<file path="src/rtl/rcbt_pkg.sv">
package rcbt_pkg;

  localparam int unsigned MaxCells = 64;
  localparam int unsigned AddrW    = $clog2(MaxCells);
  localparam int unsigned CountW   = AddrW + 1;
  localparam int unsigned DimW     = 4;
  localparam int unsigned MaxDim   = 8;
  localparam int unsigned ByteW    = 8;
  localparam int unsigned CfgIdxW  = 1;

  localparam logic [CfgIdxW-1:0] RegNumCols = 1'b0;
  localparam logic [CfgIdxW-1:0] RegNumRows = 1'b1;

  typedef struct packed {
    logic [ByteW-1:0] data_byte;
    logic             message_end;
  } in_t;

  typedef struct packed {
    logic [ByteW-1:0] out_byte;
    logic             out_block_last;
    logic             out_message_last;
  } out_t;

  typedef struct packed {
    logic             we;
    logic [AddrW-1:0] waddr;
    logic [ByteW-1:0] wdata;
    logic             re;
    logic [AddrW-1:0] raddr;
    logic             clear;
  } store_req_t;

endpackage

</file>
<file path="src/rtl/rcbt_store.sv">
module rcbt_store (
  input  logic                clk_i,
  input  logic                rst_ni,
  input  rcbt_pkg::store_req_t req_i,
  output logic [7:0]          rdata_o
);
  import rcbt_pkg::*;

  logic [ByteW-1:0] mem [MaxCells];
  logic [MaxCells-1:0] vld_q;
  logic [ByteW-1:0] rdata_q;
  logic             rvld_q;

  // byte storage, no reset
  always_ff @(posedge clk_i) begin
    if (req_i.we) begin
      mem[req_i.waddr] <= req_i.wdata;
    end
    if (req_i.re) begin
      rdata_q <= mem[req_i.raddr];
    end
  end

  // per-entry valid bits, unwritten cells read as zero
  always_ff @(posedge clk_i or negedge rst_ni) begin
    if (!rst_ni) begin
      vld_q  <= '0;
      rvld_q <= 1'b0;
    end else begin
      if (req_i.re) begin
        rvld_q <= vld_q[req_i.raddr];
      end
      if (req_i.clear) begin
        vld_q <= '0;
      end else if (req_i.we) begin
        vld_q[req_i.waddr] <= 1'b1;
      end
    end
  end

  assign rdata_o = rvld_q ? rdata_q : '0;

endmodule

</file>
<file path="src/rtl/row_column_block_transposer.sv">
// channel  direction  handshake                 payload
// in       input      in_valid_i / in_ready_o   in_data_i  (data_byte, message_end)
// out      output     out_valid_o / out_ready_i out_data_o (out_byte, block/message last)
// cfg      input      cfg_we_i                  cfg_idx_i, cfg_data_i
//
// bytes are taken one per cycle while a block fills
// a full block, or a byte marked message_end, starts a readout of rows*cols memory reads
// (one memory read per cycle while the output queue has room) during which no input is taken
// readout reads are paced by a two-entry output queue, so out_ready_i low stalls reads
// after reset the store reads as all zero; valid bits clear it again after each block
module row_column_block_transposer (
  input  logic                clk_i,
  input  logic                rst_ni,
  input  logic                in_valid_i,
  output logic                in_ready_o,
  input  rcbt_pkg::in_t       in_data_i,
  output logic                out_valid_o,
  input  logic                out_ready_i,
  output rcbt_pkg::out_t      out_data_o,
  input  logic                cfg_we_i,
  input  logic [0:0]          cfg_idx_i,
  input  logic [3:0]          cfg_data_i
);
  import rcbt_pkg::*;

  typedef enum logic {StFill, StDrain} state_e;

  function automatic logic [DimW-1:0] clamp_dim(input logic [DimW-1:0] v);
    if (v == '0) begin
      return DimW'(1);
    end else if (v > DimW'(MaxDim)) begin
      return DimW'(MaxDim);
    end
    return v;
  endfunction

  logic [DimW-1:0] num_cols_q, num_rows_q;
  logic [DimW-1:0] cols, rows;
  logic [CountW-1:0] cells;

  state_e state_q, state_d;
  logic [CountW-1:0] fill_q, fill_d;
  logic [DimW-1:0] col_q, col_d, row_q, row_d;
  logic [AddrW-1:0] addr_q, addr_d;
  logic end_q, end_d;
  logic rd_pend_q, rd_pend_d;
  logic rd_blast_q, rd_blast_d;
  logic rd_mlast_q, rd_mlast_d;

  store_req_t store_req;
  logic [ByteW-1:0] store_rdata;

  out_t fifo_q [2];
  logic rd_ptr_q, wr_ptr_q;
  logic [1:0] cnt_q;
  logic [2:0] credit;
  logic push, pop, issue, accept, emit, last_cell;
  logic [CountW-1:0] pos1;

  // configuration
  always_ff @(posedge clk_i or negedge rst_ni) begin
    if (!rst_ni) begin
      num_cols_q <= DimW'(MaxDim);
      num_rows_q <= DimW'(MaxDim);
    end else if (cfg_we_i) begin
      unique case (cfg_idx_i)
        RegNumCols: num_cols_q <= cfg_data_i;
        RegNumRows: num_rows_q <= cfg_data_i;
        default: ;
      endcase
    end
  end

  assign cols  = clamp_dim(num_cols_q);
  assign rows  = clamp_dim(num_rows_q);
  assign cells = CountW'(cols) * CountW'(rows);

  assign in_ready_o = (state_q == StFill);
  assign accept     = in_valid_i && in_ready_o;
  assign pos1       = fill_q + CountW'(1);
  assign emit       = !(pos1 < cells) || in_data_i.message_end;

  assign pop    = out_valid_o && out_ready_i;
  assign push   = rd_pend_q;
  assign credit = 3'(cnt_q) + 3'(rd_pend_q) - 3'(pop);
  assign issue  = (state_q == StDrain) && (credit < 3'd2);
  assign last_cell = (col_q == cols - DimW'(1)) && (row_q == rows - DimW'(1));

  always_comb begin
    store_req       = '0;
    store_req.we    = accept && (fill_q < cells);
    store_req.waddr = fill_q[AddrW-1:0];
    store_req.wdata = in_data_i.data_byte;
    store_req.re    = issue;
    store_req.raddr = addr_q;
    store_req.clear = issue && last_cell;
  end

  always_comb begin
    state_d    = state_q;
    fill_d     = fill_q;
    col_d      = col_q;
    row_d      = row_q;
    addr_d     = addr_q;
    end_d      = end_q;
    rd_pend_d  = issue;
    rd_blast_d = rd_blast_q;
    rd_mlast_d = rd_mlast_q;
    unique case (state_q)
      StFill: begin
        if (accept) begin
          if (emit) begin
            state_d = StDrain;
            fill_d  = '0;
            col_d   = '0;
            row_d   = '0;
            addr_d  = '0;
            end_d   = in_data_i.message_end;
          end else begin
            fill_d = pos1;
          end
        end
      end
      StDrain: begin
        if (issue) begin
          rd_blast_d = last_cell;
          rd_mlast_d = last_cell && end_q;
          if (last_cell) begin
            state_d = StFill;
          end else if (row_q == rows - DimW'(1)) begin
            row_d  = '0;
            col_d  = col_q + DimW'(1);
            addr_d = AddrW'(col_q) + AddrW'(1);
          end else begin
            row_d  = row_q + DimW'(1);
            addr_d = addr_q + AddrW'(cols);
          end
        end
      end
      default: state_d = StFill;
    endcase
  end

  always_ff @(posedge clk_i or negedge rst_ni) begin
    if (!rst_ni) begin
      state_q    <= StFill;
      fill_q     <= '0;
      col_q      <= '0;
      row_q      <= '0;
      addr_q     <= '0;
      end_q      <= 1'b0;
      rd_pend_q  <= 1'b0;
      rd_blast_q <= 1'b0;
      rd_mlast_q <= 1'b0;
    end else begin
      state_q    <= state_d;
      fill_q     <= fill_d;
      col_q      <= col_d;
      row_q      <= row_d;
      addr_q     <= addr_d;
      end_q      <= end_d;
      rd_pend_q  <= rd_pend_d;
      rd_blast_q <= rd_blast_d;
      rd_mlast_q <= rd_mlast_d;
    end
  end

  rcbt_store u_store (
    .clk_i   (clk_i),
    .rst_ni  (rst_ni),
    .req_i   (store_req),
    .rdata_o (store_rdata)
  );

  // two-entry output queue
  always_ff @(posedge clk_i) begin
    if (push) begin
      fifo_q[wr_ptr_q] <= '{out_byte: store_rdata, out_block_last: rd_blast_q,
                            out_message_last: rd_mlast_q};
    end
  end

  always_ff @(posedge clk_i or negedge rst_ni) begin
    if (!rst_ni) begin
      rd_ptr_q <= 1'b0;
      wr_ptr_q <= 1'b0;
      cnt_q    <= '0;
    end else begin
      if (push) begin
        wr_ptr_q <= !wr_ptr_q;
      end
      if (pop) begin
        rd_ptr_q <= !rd_ptr_q;
      end
      cnt_q <= cnt_q + 2'(push) - 2'(pop);
    end
  end

  assign out_valid_o = (cnt_q != 2'd0);
  assign out_data_o  = fifo_q[rd_ptr_q];

`ifndef SYNTHESIS
  a_no_overflow: assert property (@(posedge clk_i) disable iff (!rst_ni)
    rd_pend_q |-> (cnt_q != 2'd2 || pop))
    else $error("output queue overflow");

  a_fill_bound: assert property (@(posedge clk_i) disable iff (!rst_ni)
    fill_q < CountW'(MaxCells))
    else $error("fill count out of range");

  a_msg_last: assert property (@(posedge clk_i) disable iff (!rst_ni)
    (out_valid_o && out_data_o.out_message_last) |-> out_data_o.out_block_last)
    else $error("message last without block last");

  a_drain_done: assert property (@(posedge clk_i) disable iff (!rst_ni)
    (issue && last_cell) |=> (state_q == StFill && rd_blast_q))
    else $error("readout did not close the block");
`endif

endmodule
</file>
<file path="config.mk">
export PLATFORM = sky130hd
export DESIGN_NAME = row_column_block_transposer
export DESIGN_NICKNAME = d
export VERILOG_FILES = /design/src/rtl/rcbt_pkg.sv /design/src/rtl/rcbt_store.sv /design/src/rtl/row_column_block_transposer.sv
export SDC_FILE = /design/constraint.sdc
export NUM_CORES = 1
export LEC_CHECK = 0
export BUFFER_PORTS_ARGS = -buffer_cell sky130_fd_sc_hd__clkbuf_2
export CORE_ASPECT_RATIO = 1.75
export CORE_MARGIN = 2
export CORE_UTILIZATION = 40
export CTS_CLUSTER_SIZE = 30
export DETAILED_ROUTE_END_ITERATION = 10
export PLACE_DENSITY = 0.56
export SYNTH_ARGS = -nofsm -noshare
export SYNTH_HDL_FRONTEND = slang
export SYNTH_SLANG_ARGS = --single-unit
</file>
<file path="constraint.sdc">
create_clock -name clk_i -period 5.9 [get_ports clk_i]
set_input_delay 1.77 -clock clk_i [delete_from_list [all_inputs] [get_ports clk_i]]
set_output_delay 1.77 -clock clk_i [all_outputs]
set_load 0.01 [all_outputs]
</file>
==> impl_metrics.ini <==
[floorplanning]
die_h_um = 346.1
die_w_um = 199.5
io_pins = 31
start_util = 0.4033
core_area_mm2 = 0.06631
num_rows = 125
die-area_mm2 = 0.06903

[timing]
fmax_mhz = 184.1
final_hold_viol_count = 0
worstMarginPinSlew_ns = 0.9700
timing.hold.ws_ns = 0.4763
skew_ns = 0.01835
period_minus_slack_ns = 5.433
post-route-period-util = 0.9208
setup_violations = 0
maxSlewViolCount = 0
finalSetupTns_ns = 0
rsz0062_at_grt = false
slew_headroom = 0.3533

[worst_setup_path]
endpoint_kind = flip-flop
r2r_slack_ns = 0.47
worst_ep_arrival_time_ns = 5.74
worstSetupPathType = reg -> reg
cp_max_fo = 20
startpoint_type = flip-flop
cp_data_required_time_ns = 6.21

[cells_and_area]
insertedDiodeCount = 0
nFillCells = 5674
mostFrequentLayoutCells = 540 x edfxtp_1, 189 x mux4_2, 97 x dfrtp_1, 86 x buf_4, 65 x nand2_1
syn_to_final_growth_pct = 14.03
fin_nets = 1543
layout-drive-gt1-share = 0.3025
final_area_mm2 = 0.03050
final_common_cell = edfxtp_1

[cts]
numCtsBuffers = 56
clkTransAtPathRegs_ns = 0.07
cts_resized = 0
cts.sink_count = 643
htree_levels = 2
cts_hold_buf = 0
root_buffer = clkbuf_16
cts_tree = built
clock_latency_ns = 0.61
post_cts_buffers = 0
clock_path_buffers = 3

[routing]
route.detailed.drc = 0
drtIter0Drc = 1067
via_per_inst = 5.476
antenna_left = 0
drt-pass1-iter-count = 5
drt_wl_total_um = 62000
wire_per_inst_um = 25.56
vias = 13285

[placed_design]
dpl.hpwl_um = 40760
dpl_cell_area_mm2 = 0.02857
io_buffers = 30
gp_congestion = 0.7926

[global_route]
grt_usage = 0.1862
grt_pass1_wl_um = 93630
antenna_found_initial = 0
gr-total-overflow = 0
grt_max_degree = 68
grt_pass1_vias = 14235

[yosys]
synth_seq_cells = 643
ys_top_cells_by_area = edfxtp_1 61%, mux4_2 16%, dfrtp_1 9.4%
synth_warnings = 0
synth_edf_count = 540
syn_area_mm2 = 0.02675
synth.distinct_cells = 63
yosysSeqAreaShare = 0.7028
postSynth.asyncResetShare = 0.1602
syn_avg_cell_area_um2 = 19.04
synth_ff_type = edfxtp_1
syn_nets = 1459
yosysTopAreaCell = edfxtp_1
synth_top_area_frac = 0.6063
syn_inst = 1405

[pwr]
p_leak_nw = 10.16
power_density_mw_per_mm2 = 423.9
ir_drop_v = 0.0002239

[hold_path]
hold_path_class = reg -> reg

[status]
status = complete, no violations

[run]
cap_violations = 0
-- cell families (layout without fill, tap and decap cells) --
group	after synthesis	count (layout)	synth area share
flip-flops	643	643	0.7028
AND/OR/NAND/NOR	248	248	0.04781
buffers and inverters	114	246	0.01810
XOR/XNOR	24	24	0.008140
adder cells (fa/ha/maj)	37	37	0.01881
AO/OA/AOI/OAI	126	126	0.03532
multiplexers	213	213	0.1691
-- cells in the mapped netlist (12+ instances only) --
library cell    n
inv_1          21
nand3_1        28
mux2_2         19
nand2_1        65
ha_1           29
o21ai_0        23
dfrtp_1       101
nor4_1         33
nor3_1         20
o21a_1         46
edfxtp_1      540
xnor2_1        14
mux4_2        189
buf_2          24
clkbuf_1       55
nor2_1         33
a32o_1         12
and2_1         17
-- per-layer routing --
layer / global-route usage / wire [um] / vias to the layer above
met2: 0.3436 / 34690 / 247
li1: - / - / 5876
met4: 0.08042 / 2731 / 0
met5: 0 / 0 / -
met1: 0.2168 / 22810 / 7053
met3: 0.01958 / 1770 / 109
-- metrics by stage --
| stage | power, mW | worst slack [ns] | instances | utilization |
|---|---|---|---|---|
| after floorplan | 7.926 | 0.7965 | 1405 | - |
| after detailed placement | 9.281 | 0.4456 | 2320 | 0.4309 |
| after global routing | 13.46 | 0.1507 | 2426 | 0.4599 |
| after CTS | 13.11 | 0.4392 | 2426 | 0.4599 |
| after global placement | 9.234 | 0.5949 | 2320 | 0.4309 |
| final | 12.93 | 0.4671 | 2426 | 0.4599 |
-- path summary, 6_finish.rpt --
check / from / to / cells past startpoint
worst max-delay path: num_cols_q[1] / u_store.mem[8][2] / 16
max in group asynchronous: rst_ni / u_store.vld_q[56] / 2
min in group asynchronous: rst_ni / cnt_q[1] / 1
worst min-delay path: push / wr_ptr_q / 1
worst max register to register: num_cols_q[1] / u_store.mem[8][2] / 16
worst min register to register: push / wr_ptr_q / 1
-- cell type report --
type,instances,area (um^2),share of cell area
clock buffers,70,1526,0.05005
clock inverters,36,396.6,0.01301
inverters,22,82.58,0.002708
multi-input cells,648,7721,0.2532
flip-flops and latches,643,18810,0.6167
well taps,889,1112,0.03647
repair buffers,118,850.8,0.02790
-- worst max-delay path, stage by stage (launching register included) --
cell and delay [ns]:
dfrtp_1 0.40, o21bai_1 0.18, and2_1 0.26, nand2_1 0.11
fa_1 0.54, inv_1 0.05, fa_1 0.54, fa_1 0.48
a21o_1 0.18, a21oi_1 0.23, xnor2_2 0.17, nor2_1 0.41
o21ai_4 0.30, or3_1 0.55, buf_4 0.24, nor3_1 0.26
buf_4 0.25
-- flip-flops by register name (all words and copies together) (netlist names), 6 cells and up --
register,cells
fill_q,7
u_store.vld_q,64
fifo_q,20
u_store.mem,512
u_store.rdata_q,8
addr_q,6
-- power by group --
group	internal [mW]	leakage, nW	total, mW	switching, mW
logic	1.61	3.01	3.61	2.00
clock network	2.19	0.938	3.82	1.63
registers	5.17	6.21	5.49	0.322
No activity file was read; power rests on OpenSTA's default activity.
